`config.mk`:
```
export PLATFORM = sky130hd
export DESIGN_NAME = sync_frame_checksum_tilt_decode_unit
export DESIGN_NICKNAME = d
export VERILOG_FILES = /design/src/hdl/sfctd_pkg.sv /design/src/hdl/sfctd_ctrl.sv /design/src/hdl/sfctd_datapath.sv /design/src/hdl/sync_frame_checksum_tilt_decode_unit.sv
export SDC_FILE = /design/constraint.sdc
export NUM_CORES = 1
export LEC_CHECK = 0
export BUFFER_PORTS_ARGS = -buffer_cell sky130_fd_sc_hd__buf_4
export CORE_MARGIN = 2
export CORE_UTILIZATION = 50
export CTS_CLUSTER_DIAMETER = 100
export DETAILED_ROUTE_END_ITERATION = 7
export PLACE_DENSITY = 0.71
export SLEW_MARGIN = 20
export SYNTH_ARGS = -nofsm -noshare
export SYNTH_HDL_FRONTEND = slang
export SYNTH_SLANG_ARGS = --single-unit
```
`constraint.sdc`:
```
create_clock -name clk -period 16.7 [get_ports clk]
set_input_delay 0.835 -clock clk [delete_from_list [all_inputs] [get_ports clk]]
set_output_delay 0.835 -clock clk [all_outputs]
set_load 0.02 [all_outputs]
```
`src/hdl/sfctd_pkg.sv`:
```
// ----------------------------------------------------------------------------
// Sync frame checksum tilt decode package
// Shared constants, the arctangent table and the command and status
// structs between the controller and the datapath.
// ----------------------------------------------------------------------------
package sfctd_pkg;

  localparam int DEFAULT_CORDIC_STEPS = 16;
  localparam int STEP_W               = 5;    // indexes the 22-entry table
  localparam int CFG_DATA_W           = 16;
  localparam int CFG_INDEX_W          = 1;
  localparam int PAYLOAD_LEN          = 10;
  localparam int XY_W                 = 28;   // 17-bit difference, 8 fraction bits, gain
  localparam int Z_W                  = 25;   // angle in 1/256 centidegree
  localparam int ANGLE_LIMIT          = 18000;
  localparam int QUARTER_TURN         = 9000 * 256;

  localparam logic [7:0]  SYNC_RESET   = 8'hAA;
  localparam logic [15:0] CENTER_RESET = 16'd511;
  localparam logic [3:0]  FRAME_LAST   = 4'd11;

  localparam logic [CFG_INDEX_W-1:0] CFG_SYNC_BYTE    = 1'b0;
  localparam logic [CFG_INDEX_W-1:0] CFG_ACCEL_CENTER = 1'b1;

  typedef struct packed {
    logic frame_start;
    logic data_take;
    logic cordic_init;
    logic pitch_sel;
    logic cordic_step;
    logic roll_capture;
    logic out_load;
  } dp_cmd_t;

  typedef struct packed {
    logic sync_hit;
    logic pos_last;
    logic sum_match;
    logic cordic_last;
    logic out_busy;
  } dp_status_t;

  // Rounded atan(2^-i) in units of 1/256 centidegree.
  function automatic logic signed [Z_W-1:0] atan_step(input logic [STEP_W-1:0] idx);
    logic signed [Z_W-1:0] v;
    case (idx)
      5'd0:    v = Z_W'(1152000);
      5'd1:    v = Z_W'(680065);
      5'd2:    v = Z_W'(359328);
      5'd3:    v = Z_W'(182400);
      5'd4:    v = Z_W'(91554);
      5'd5:    v = Z_W'(45822);
      5'd6:    v = Z_W'(22916);
      5'd7:    v = Z_W'(11459);
      5'd8:    v = Z_W'(5730);
      5'd9:    v = Z_W'(2865);
      5'd10:   v = Z_W'(1432);
      5'd11:   v = Z_W'(716);
      5'd12:   v = Z_W'(358);
      5'd13:   v = Z_W'(179);
      5'd14:   v = Z_W'(90);
      5'd15:   v = Z_W'(45);
      5'd16:   v = Z_W'(22);
      5'd17:   v = Z_W'(11);
      5'd18:   v = Z_W'(6);
      5'd19:   v = Z_W'(3);
      5'd20:   v = Z_W'(1);
      5'd21:   v = Z_W'(1);
      default: v = '0;
    endcase
    return v;
  endfunction

endpackage

```
`src/hdl/sfctd_ctrl.sv`:
```
// ----------------------------------------------------------------------------
// Sync frame checksum tilt decode controller
// Frame hunting, byte sequencing and the order of the two CORDIC runs.
// ----------------------------------------------------------------------------
module sfctd_ctrl (
  input  logic                  clk,
  input  logic                  rst,
  input  logic                  in_valid,
  output logic                  in_stall,
  input  sfctd_pkg::dp_status_t status,
  output sfctd_pkg::dp_cmd_t    cmd
);
  import sfctd_pkg::*;

  typedef enum logic [5:0] {
    S_HUNT       = 6'b000001,
    S_DATA       = 6'b000010,
    S_ROLL       = 6'b000100,
    S_PITCH_INIT = 6'b001000,
    S_PITCH      = 6'b010000,
    S_DONE       = 6'b100000
  } state_t;

  state_t state;
  state_t state_next;
  logic   accept;

  assign in_stall = !(state == S_HUNT || state == S_DATA);
  assign accept   = in_valid && !in_stall;

  always_comb begin
    state_next = state;
    cmd        = '0;
    unique case (state)
      S_HUNT: begin
        if (accept && status.sync_hit) begin
          cmd.frame_start = 1'b1;
          state_next      = S_DATA;
        end
      end
      S_DATA: begin
        if (accept) begin
          if (status.pos_last) begin
            if (status.sum_match) begin
              cmd.cordic_init = 1'b1;
              state_next      = S_ROLL;
            end else begin
              state_next = S_HUNT;
            end
          end else begin
            cmd.data_take = 1'b1;
          end
        end
      end
      S_ROLL: begin
        cmd.cordic_step = 1'b1;
        if (status.cordic_last) begin
          state_next = S_PITCH_INIT;
        end
      end
      S_PITCH_INIT: begin
        cmd.roll_capture = 1'b1;
        cmd.cordic_init  = 1'b1;
        cmd.pitch_sel    = 1'b1;
        state_next       = S_PITCH;
      end
      S_PITCH: begin
        cmd.cordic_step = 1'b1;
        if (status.cordic_last) begin
          state_next = S_DONE;
        end
      end
      S_DONE: begin
        if (!status.out_busy) begin
          cmd.out_load = 1'b1;
          state_next   = S_HUNT;
        end
      end
      default: begin
        state_next = S_HUNT;
      end
    endcase
  end

  always_ff @(posedge clk) begin
    if (rst) begin
      state <= S_HUNT;
    end else begin
      state <= state_next;
    end
  end

endmodule

```
`src/hdl/sfctd_datapath.sv`:
```
// ----------------------------------------------------------------------------
// Sync frame checksum tilt decode datapath
// Configuration registers, payload capture, checksum, one shared vectoring
// CORDIC iteration per cycle and the output register.
// ----------------------------------------------------------------------------
module sfctd_datapath #(
  parameter int CORDIC_STEPS = sfctd_pkg::DEFAULT_CORDIC_STEPS
) (
  input  logic                               clk,
  input  logic                               rst,
  input  logic                               cfg_write,
  input  logic [sfctd_pkg::CFG_INDEX_W-1:0]  cfg_index,
  input  logic [sfctd_pkg::CFG_DATA_W-1:0]   cfg_data,
  input  logic [7:0]                         rx_byte,
  input  sfctd_pkg::dp_cmd_t                 cmd,
  output sfctd_pkg::dp_status_t              status,
  input  logic                               out_stall,
  output logic                               out_valid,
  output logic [7:0]                         stick_x,
  output logic [7:0]                         stick_y,
  output logic [7:0]                         button_first,
  output logic [7:0]                         button_second,
  output logic [15:0]                        accel_x,
  output logic [15:0]                        accel_y,
  output logic [15:0]                        accel_z,
  output logic signed [15:0]                 roll_centideg,
  output logic signed [15:0]                 pitch_centideg
);
  import sfctd_pkg::*;

  localparam logic [STEP_W-1:0] STEP_LAST = STEP_W'(CORDIC_STEPS - 1);
  localparam logic signed [Z_W-9:0] LIM_HI = (Z_W-8)'(ANGLE_LIMIT);
  localparam logic signed [Z_W-9:0] LIM_LO = -LIM_HI;

  logic [7:0]  sync_byte;
  logic [15:0] accel_center;
  logic [3:0]  byte_position;
  logic [7:0]  running_sum;
  logic [7:0]  payload_store [PAYLOAD_LEN];

  logic [15:0]        ax;
  logic [15:0]        ay;
  logic [15:0]        az;
  logic signed [16:0] diff_x;
  logic signed [16:0] diff_y;
  logic signed [16:0] diff_z;
  logic signed [16:0] num;
  logic signed [16:0] den;
  logic signed [XY_W-1:0] x0;
  logic signed [XY_W-1:0] y0;

  logic signed [XY_W-1:0] cx;
  logic signed [XY_W-1:0] cy;
  logic signed [Z_W-1:0]  cz;
  logic                   zero_arg;
  logic [STEP_W-1:0]      step_cnt;
  logic signed [XY_W-1:0] xs;
  logic signed [XY_W-1:0] ys;
  logic signed [15:0]     roll_angle;

  function automatic logic signed [15:0] round_angle(input logic signed [Z_W-1:0] zv,
                                                     input logic zero);
    logic signed [Z_W-1:0] zr;
    logic signed [Z_W-9:0] r;
    logic signed [15:0]    a;
    zr = zv + Z_W'(128);
    r  = zr[Z_W-1:8];
    if (zero) begin
      a = '0;
    end else if (r > LIM_HI) begin
      a = LIM_HI[15:0];
    end else if (r < LIM_LO) begin
      a = LIM_LO[15:0];
    end else begin
      a = r[15:0];
    end
    return a;
  endfunction

  // Configuration registers.
  always_ff @(posedge clk) begin
    if (rst) begin
      sync_byte    <= SYNC_RESET;
      accel_center <= CENTER_RESET;
    end else if (cfg_write) begin
      unique case (cfg_index)
        CFG_SYNC_BYTE:    sync_byte    <= cfg_data[7:0];
        CFG_ACCEL_CENTER: accel_center <= cfg_data[15:0];
        default: ;
      endcase
    end
  end

  // Frame position and checksum.
  always_ff @(posedge clk) begin
    if (rst) begin
      byte_position <= '0;
      running_sum   <= '0;
    end else if (cmd.frame_start) begin
      byte_position <= 4'd1;
      running_sum   <= rx_byte;
    end else if (cmd.data_take) begin
      byte_position <= byte_position + 4'd1;
      running_sum   <= running_sum + rx_byte;
    end
  end

  always_ff @(posedge clk) begin
    for (int k = 0; k < PAYLOAD_LEN; k++) begin
      if (cmd.data_take && byte_position == 4'(k + 1)) begin
        payload_store[k] <= rx_byte;
      end
    end
  end

  assign status.sync_hit    = (rx_byte == sync_byte);
  assign status.pos_last    = (byte_position == FRAME_LAST);
  assign status.sum_match   = (rx_byte == running_sum);
  assign status.cordic_last = (step_cnt == STEP_LAST);
  assign status.out_busy    = out_valid && out_stall;

  // CORDIC start values: centred differences scaled by 256, folded into
  // the right half plane by a quarter turn when the denominator is negative.
  assign ax     = {payload_store[4], payload_store[5]};
  assign ay     = {payload_store[6], payload_store[7]};
  assign az     = {payload_store[8], payload_store[9]};
  assign diff_x = signed'({1'b0, ax}) - signed'({1'b0, accel_center});
  assign diff_y = signed'({1'b0, ay}) - signed'({1'b0, accel_center});
  assign diff_z = signed'({1'b0, az}) - signed'({1'b0, accel_center});
  assign num    = cmd.pitch_sel ? diff_y : diff_x;
  assign den    = diff_z;
  assign x0     = {{(XY_W-25){den[16]}}, den, 8'd0};
  assign y0     = {{(XY_W-25){num[16]}}, num, 8'd0};

  assign xs = cx >>> step_cnt;
  assign ys = cy >>> step_cnt;

  always_ff @(posedge clk) begin
    if (cmd.cordic_init) begin
      step_cnt <= '0;
      zero_arg <= (num == '0) && (den == '0);
      if (x0[XY_W-1]) begin
        if (!y0[XY_W-1]) begin
          cx <= y0;
          cy <= -x0;
          cz <= Z_W'(QUARTER_TURN);
        end else begin
          cx <= -y0;
          cy <= x0;
          cz <= -Z_W'(QUARTER_TURN);
        end
      end else begin
        cx <= x0;
        cy <= y0;
        cz <= '0;
      end
    end else if (cmd.cordic_step) begin
      step_cnt <= step_cnt + STEP_W'(1);
      if (!cy[XY_W-1]) begin
        cx <= cx + ys;
        cy <= cy - xs;
        cz <= cz + atan_step(step_cnt);
      end else begin
        cx <= cx - ys;
        cy <= cy + xs;
        cz <= cz - atan_step(step_cnt);
      end
    end
  end

  always_ff @(posedge clk) begin
    if (cmd.roll_capture) begin
      roll_angle <= round_angle(cz, zero_arg);
    end
  end

  // Output register.
  always_ff @(posedge clk) begin
    if (rst) begin
      out_valid <= 1'b0;
    end else if (cmd.out_load) begin
      out_valid <= 1'b1;
    end else if (!out_stall) begin
      out_valid <= 1'b0;
    end
  end

  always_ff @(posedge clk) begin
    if (cmd.out_load) begin
      stick_x        <= payload_store[0];
      stick_y        <= payload_store[1];
      button_first   <= payload_store[2];
      button_second  <= payload_store[3];
      accel_x        <= ax;
      accel_y        <= ay;
      accel_z        <= az;
      roll_centideg  <= roll_angle;
      pitch_centideg <= round_angle(cz, zero_arg);
    end
  end

endmodule

```
`src/hdl/sync_frame_checksum_tilt_decode_unit.sv`:
```
// Bytes are taken without a stall while the unit hunts for sync or reads a frame.
// After an accepted checksum byte that matches, the input stalls while one shared
// CORDIC runs roll and then pitch, one iteration a cycle, and for longer while the
// result side still holds the previous result.
// Synchronous reset: hunting for sync, no result pending, registers at 0xAA and 511.
// ----------------------------------------------------------------------------
// Sync frame checksum tilt decode unit
// Hunts for a sync byte, checks a sum-of-bytes frame and reports stick,
// button and accelerometer fields with roll and pitch tilt angles.
// ----------------------------------------------------------------------------
module sync_frame_checksum_tilt_decode_unit #(
  parameter int CORDIC_STEPS = sfctd_pkg::DEFAULT_CORDIC_STEPS
) (
  input  logic                              clk,
  input  logic                              rst,
  input  logic                              cfg_write,
  input  logic [sfctd_pkg::CFG_INDEX_W-1:0] cfg_index,
  input  logic [sfctd_pkg::CFG_DATA_W-1:0]  cfg_data,
  input  logic                              in_valid,
  output logic                              in_stall,
  input  logic [7:0]                        rx_byte,
  output logic                              out_valid,
  input  logic                              out_stall,
  output logic [7:0]                        stick_x,
  output logic [7:0]                        stick_y,
  output logic [7:0]                        button_first,
  output logic [7:0]                        button_second,
  output logic [15:0]                       accel_x,
  output logic [15:0]                       accel_y,
  output logic [15:0]                       accel_z,
  output logic signed [15:0]                roll_centideg,
  output logic signed [15:0]                pitch_centideg
);
  import sfctd_pkg::*;

  dp_cmd_t    cmd;
  dp_status_t status;

  sfctd_ctrl u_ctrl (
    .clk      (clk),
    .rst      (rst),
    .in_valid (in_valid),
    .in_stall (in_stall),
    .status   (status),
    .cmd      (cmd)
  );

  sfctd_datapath #(
    .CORDIC_STEPS (CORDIC_STEPS)
  ) u_datapath (
    .clk            (clk),
    .rst            (rst),
    .cfg_write      (cfg_write),
    .cfg_index      (cfg_index),
    .cfg_data       (cfg_data),
    .rx_byte        (rx_byte),
    .cmd            (cmd),
    .status         (status),
    .out_stall      (out_stall),
    .out_valid      (out_valid),
    .stick_x        (stick_x),
    .stick_y        (stick_y),
    .button_first   (button_first),
    .button_second  (button_second),
    .accel_x        (accel_x),
    .accel_y        (accel_y),
    .accel_z        (accel_z),
    .roll_centideg  (roll_centideg),
    .pitch_centideg (pitch_centideg)
  );

endmodule
```
; ---- Word-level counts from Yosys, hierarchy flattened
; Memory sizes are Yosys's and may differ from the RTL's. A register that Yosys moved wholly into a read port is not among the register bits.
; Index checks and enable logic that the tools add are counted.
[totals]
register_bits = 226
latch_bits = 0
ram_bits = 80
mem_bits_ro = 1344
inputBits = 30
out_inout_bits = 114
memories = 3
[op_classes]
addsub = 15
mul = 0
div_mod_pow = 0
n_lt_le_gt_ge = 2
n_eq_ne = 27
shift = 2
n_mux = 102
bitwise_logic = 1
n_reduce_logical = 34
[mem_list]
columns = memory, words, word_bits, rd, rd_clocked_by_memory_dff, wr, line_no
row1 = (name not given), 32, 21, 1, 1, 0, sfctd_pkg.sv:46  ; case (idx)
row2 = (name not given), 32, 21, 1, 1, 0, sfctd_pkg.sv:46
row3 = u_datapath.payload_store, 10, 8, 10, 4, 1, sfctd_datapath.sv:39  ; logic [7:0] payload_store [PAYLOAD_LEN];
[ops]
columns = cell, n
row1 = 28-bit 2-to-1 mux, 10
row2 = 25-bit 2-to-1 mux, 11
row3 = 8-bit 2-to-1 mux, 11
row4 = 8-bit OR reduction, 9
row5 = 28-bit adder, 2
row6 = 25-bit negation with 28-bit output, 2
row7 = 28-bit by 5-bit >>> shifter with 28-bit output, 2
row8 = 28-bit subtractor, 2
row9 = 16-bit by 16-bit subtractor with 17-bit output, 3
row10 = 16-bit 2-to-1 mux, 3
row11 = 1-bit 2-to-1 mux, 43
row12 = 4-bit 2-to-1 mux, 9
row13 = 6-bit 2-to-1 mux, 6
row14 = 6-bit case mux with 6 select lines, 1
row15 = 17-bit zero test, 2
row16 = 25-bit adder, 1
row17 = 25-bit by 9-bit adder with 25-bit output (second input constant), 1
row18 = 25-bit subtractor, 1
row19 = 5-bit 2-to-1 mux, 4
row20 = 17-bit by 16-bit > comparator with 1-bit output (second input constant), 1
row21 = 17-bit by 16-bit < comparator with 1-bit output (second input constant), 1
row22 = 17-bit 2-to-1 mux, 1
row23 = 4-bit by 3-bit == test with 1-bit output (second input constant), 4
row24 = 4-bit == test (second input constant), 4
row25 = other kinds (26), 49

; ---- Depth between registers and ports, before layout
[logic_depth]
ltp_word = 18
mapped_depth = 28
mapped_depth_nobuf = 21

; ---- By module
; A second synthesis with hierarchy kept.
[unflattened]
hier_cells = 2612
hier_area_um2 = 25852.3
[by_module_without_submodules]
columns = module, instances, cells_each, area_per_inst_um2, seq_area_each_um2
row1 = sfctd_datapath, 1, 2557, 25395.6, 9969.6
row2 = sfctd_ctrl, 1, 55, 456.7, 120.1

; ---- Worst setup path before layout
; Ideal clock, no wire load.
[synth_path]
path_type = input to register
from = input port out_stall
to = register u_datapath.button_first[0] (netlist: button_first[0]), read port of u_datapath.payload_store (enable)
setup_ns = 0.620
arrival_ns = 6.255
t_required_ns = 16.080
slack_ns = 9.826
path_stages = 1
path_cell_list = a21oi_1
[synth_between]
elab_chain_cells = 3
[synth_rtl]
columns = item, line_no
row1 = from (decl), sync_frame_checksum_tilt_decode_unit.sv:23  ; input logic out_stall,
row2 = 1-bit logical AND, sfctd_datapath.sv:120  ; assign status.out_busy = out_valid && out_stall;
row3 = 1-bit 2-to-1 mux, sfctd_ctrl.sv:74  ; if (!status.out_busy) begin
row4 = 1-bit 2-to-1 mux, sfctd_ctrl.sv:34  ; unique case (state)
row5 = to (decl), sfctd_datapath.sv:21  ; output logic [7:0] button_first,
; No other way between the ends.
; A chain may end at the register's enable or synchronous reset.

; ---- Worst setup path after layout
[layout_path]
from = register u_datapath.step_cnt[0]
to = register u_datapath.cx[26] (data pin)
[layout_between]
elab_chain_cells = 5
word_cells_on_any_way = 6
[layout_rtl]
columns = item, line_no
row1 = from (decl), sfctd_datapath.sv:56  ; logic [STEP_W-1:0] step_cnt;
row2 = from (signal assigned), sfctd_datapath.sv:158  ; step_cnt <= step_cnt + STEP_W'(1);
row3 = 28-bit by 5-bit >>> shifter with 28-bit output *, sfctd_datapath.sv:136  ; assign ys = cy >>> step_cnt;
row4 = 28-bit adder or 28-bit subtractor (tied branches), "sfctd_datapath.sv:160, sfctd_datapath.sv:164"
row5 = 28-bit 2-to-1 mux *, sfctd_datapath.sv:159  ; if (!cy[XY_W-1]) begin
row6 = 28-bit 2-to-1 mux *, sfctd_datapath.sv:157  ; end else if (cmd.cordic_step) begin
row7 = 28-bit 2-to-1 mux *, sfctd_datapath.sv:139  ; if (cmd.cordic_init) begin
row8 = to (signal assigned), sfctd_datapath.sv:144  ; cx <= y0;
row9 = to (signal assigned), sfctd_datapath.sv:160  ; cx <= cx + ys;
row10 = to (signal assigned), sfctd_datapath.sv:164  ; cx <= cx - ys;
row11 = to (decl), sfctd_datapath.sv:52  ; logic signed [XY_W-1:0] cx;
; Mark *: on every way between the ends. The rest lies on a longest branch, timed or not. The select of a mux whose other input is x is not followed.

==> impl_metrics.tcl <==
set metrics [dict create \
    ios 144 \
    wl_microns 77600 \
    grt_pass1_wl_microns 118000 \
    crit_start "u_datapath.step_cnt[0]$_SDFFE_PP0N_" \
    r2r-end "u_datapath.cx[26]$_DFFE_PP_" \
    synth_edf_count 290 \
    crit_end "u_datapath.cx[26]$_DFFE_PP_" \
    insertion_delay_ns 0.58 \
    tritoncts "built" \
    clock-sinks 359 \
    hold_ws_ns 0.410 \
    final_layout_size_suffix_gt1_frac 0.140 \
    nets 2853 \
    num_rows 83 \
    p_total_w 0.00209 \
    outcome "finished, final reports clean" \
    grt_max_degree 82 \
    ctsResizeCount 0 \
    vias_per_cell 6.38 \
    gp_congestion 0.966 \
    core_sq_um 51300 \
    powerDensity_nw_per_um2 72.6 \
    cts-hold-fix-buffers 0 \
    reg2regPathDepth 21 \
    grt_most_used_layer "met2" \
    fin_setup_tns_ns 0 \
    crit_type "reg -> reg" \
    max_stage_delay_ns 0.87 \
    worst_pin_slew_ns 1.06 \
    slew_headroom 0.284 \
    place.detailed.hpwl_microns 56700 \
    crit_fanout 51 \
    postCtsSetupBuffers 0 \
    fill_cells 4483 \
    crit_arrival_ns 7.55 \
    reg2reg_from "u_datapath.step_cnt[0]$_SDFFE_PP0N_" \
    die_height_microns 232 \
    use_met1 0.375 \
    diodes 0 \
    netlist_instances 2584 \
    portBuffers 143 \
    clock_skew_ns 0.0317 \
    drtPass1Iterations 6 \
    setup_slack_ns 9.44 \
    grt_util_met3 0.0470 \
    grt_pass1_vias 20500 \
    cts_buffers 41 \
    clk_pin_slew_ns 0.06 \
    grt.total_usage 0.284 \
    vias 21600 \
    met2_usage 0.468 \
    cts_buffer_depth 3 \
    overflow 0 \
    syn-num-nets 2759 \
    h-tree-depth 2 \
    min_period_ns 7.26 \
    final_util 0.561 \
    synthesis.area_sq_um 25900 \
    hold_viol_final 0 \
    rrSetupSlack_ns 9.44 \
    yosysSeqAreaShare 0.389 \
    synth.distinct_cells 100 \
    postRouteAntennaNets 0 \
    clock.fmax_ghz 0.138 \
    leakagePower_nw 10.8 \
    cts_root_buf "clkbuf_16" \
    path_depth 21 \
    drt-initial-drc-count 2282 \
    vdd_ir_drop_max_uv 103 \
    setup_viol_count_final 0 \
    hp-class "reg -> reg" \
    drc 0 \
    rsz0062_at_grt "false" \
    fp.dieW_microns 232 \
    place_ws_ns 9.59 \
    synthFlopType "edfxtp_1" \
    crit_buf_inv 1 \
    dieArea_sq_um 53700 \
    antenna_found_initial 1 \
    ys_seq_elements 359 \
    critPathLaunchType "flop" \
    wl_per_cell_microns 22.9 \
    syn_avg_cell_area_sq_um 10.0 \
    worstPathCellList "buf_4, mux2_2, mux2_2, o311ai_0, a222oi_1, and4bb_4, nand4b_4, a21oi_4, nand2_1, o311ai_0, ha_1, a21o_1, a21o_1, a21oi_1, nor2_1, a211oi_1, a31oi_1, o41a_1, o21a_1, nor3_1, nor3b_1" \
    finalCritPeriodShare 0.435 \
    maxCapViolations 0 \
    cp_slowest_cell "o311ai_0" \
    slew_violations 0 \
    worstSetupEndpointType "flop" \
    area_growth_pct 11.0 \
    initial_core_util 0.505 \
    worst_path_dominant_cell_family "compound AO/OA/AOI/OAI gates" \
    yosysWarningCount 0 \
    async_flop_share 0 \
    crit_required_ns 16.99 \
]
-- how the worst min path moves through the flow --
stage	start	depth (start not counted)	to
6_report	u_datapath.roll_angle[15]$_DFFE_PP_	0	u_datapath.roll_centideg[15]$_DFFE_PP_
5_1_grt	u_datapath.roll_angle[15]$_DFFE_PP_	0	u_datapath.roll_centideg[15]$_DFFE_PP_
4_1_cts	u_datapath.roll_angle[15]$_DFFE_PP_	0	u_datapath.roll_centideg[15]$_DFFE_PP_
3_5_place_dp	u_datapath.payload_store[2][6]$_DFFE_PP_	0	button_first[6]$_DFFE_PP_
3_3_place_gp	u_datapath.roll_angle[14]$_DFFE_PP_	0	u_datapath.roll_centideg[14]$_DFFE_PP_
2_1_floorplan	u_datapath.payload_store[2][0]$_DFFE_PP_	0	button_first[0]$_DFFE_PP_
-- state kept, by name, summed over array words and instances (netlist names), 16 cells and up, named ones only --
signal                     cells
u_datapath.roll_angle         16
u_datapath.accel_center       16
u_datapath.cz                 25
u_datapath.accel_y            16
u_datapath.cx                 28
u_datapath.pitch_centideg     16
u_datapath.accel_z            16
u_datapath.roll_centideg      16
u_datapath.cy                 28
u_datapath.accel_x            16
u_datapath.payload_store      80
-- power by group --
part	internal, W	total (W)	leakage (nW)	switching (W)
Clock	0.000554	0.000940	0.683	0.000386
Sequential	0.000975	0.000983	3.06	0.00000804
Combinational	0.0000578	0.000163	7.08	0.000106
-- metal layers --
metal / up-vias / part of all wire
met5: - / 0.00017
met4: 2 / 0.041
met3: 194 / 0.073
met2: 964 / 0.47
met1: 10500 / 0.41
li1: 9994 / -
-- stage by stage --
stage	std cells	instance area, sq um
detailed placement	3315	27300
global placement	3315	27300
global route	3390	28800
floorplan	2584	25900
CTS	3390	28800
finish	3390	28800
-- cells in the final DEF (no fill, tap or decap), types with 68 or more instances in the layout --
cell and n:
edfxtp_1 290, nor2_1 232, nand2_1 230, a21oi_1 189, buf_4 166, ha_1 139, o21ai_0 127, xnor2_1 121
inv_1 83, xor2_1 79, mux4_2 71, nor3_1 71, nand3_1 68
-- cell usage after synthesis, types with 56 or more instances --
library cell    n  area (sq um)
xnor2_1       121          1060
inv_1          84           315
nor3_1         71           355
a21o_1         56           420
nand2_1       230           863
edfxtp_1      290          8710
mux4_2         71          1600
a21oi_1       191           956
ha_1          139          1740
clkbuf_1       59           221
nand3_1        69           345
xor2_1         79           692
nor2_1        232           871
dfxtp_1        69          1380
o21ai_0       127           636
-- cells by family after synthesis --
| family | after synthesis | synth area share |
|---|---|---|
| muxes | 153 | 0.100 |
| buffers and inverters | 205 | 0.0407 |
| adders and majority gates | 145 | 0.0717 |
| and+or+nand+nor | 840 | 0.158 |
| xor gates and xnor gates | 200 | 0.0676 |
| AOI/OAI and AO/OA | 682 | 0.173 |
| DFF | 359 | 0.389 |
-- cell type report --
type | instances | area (sq um) | share of cell area
clock buffer | 53 | 1150 | 0.0401
clock inverter | 22 | 250 | 0.00870
inverter | 89 | 334 | 0.0116
multi-input combinational | 2020 | 14800 | 0.515
sequential | 359 | 10100 | 0.351
tap | 680 | 851 | 0.0296
timing repair buffer | 167 | 1260 | 0.0437
No activity file was read; power rests on OpenSTA's default activity.
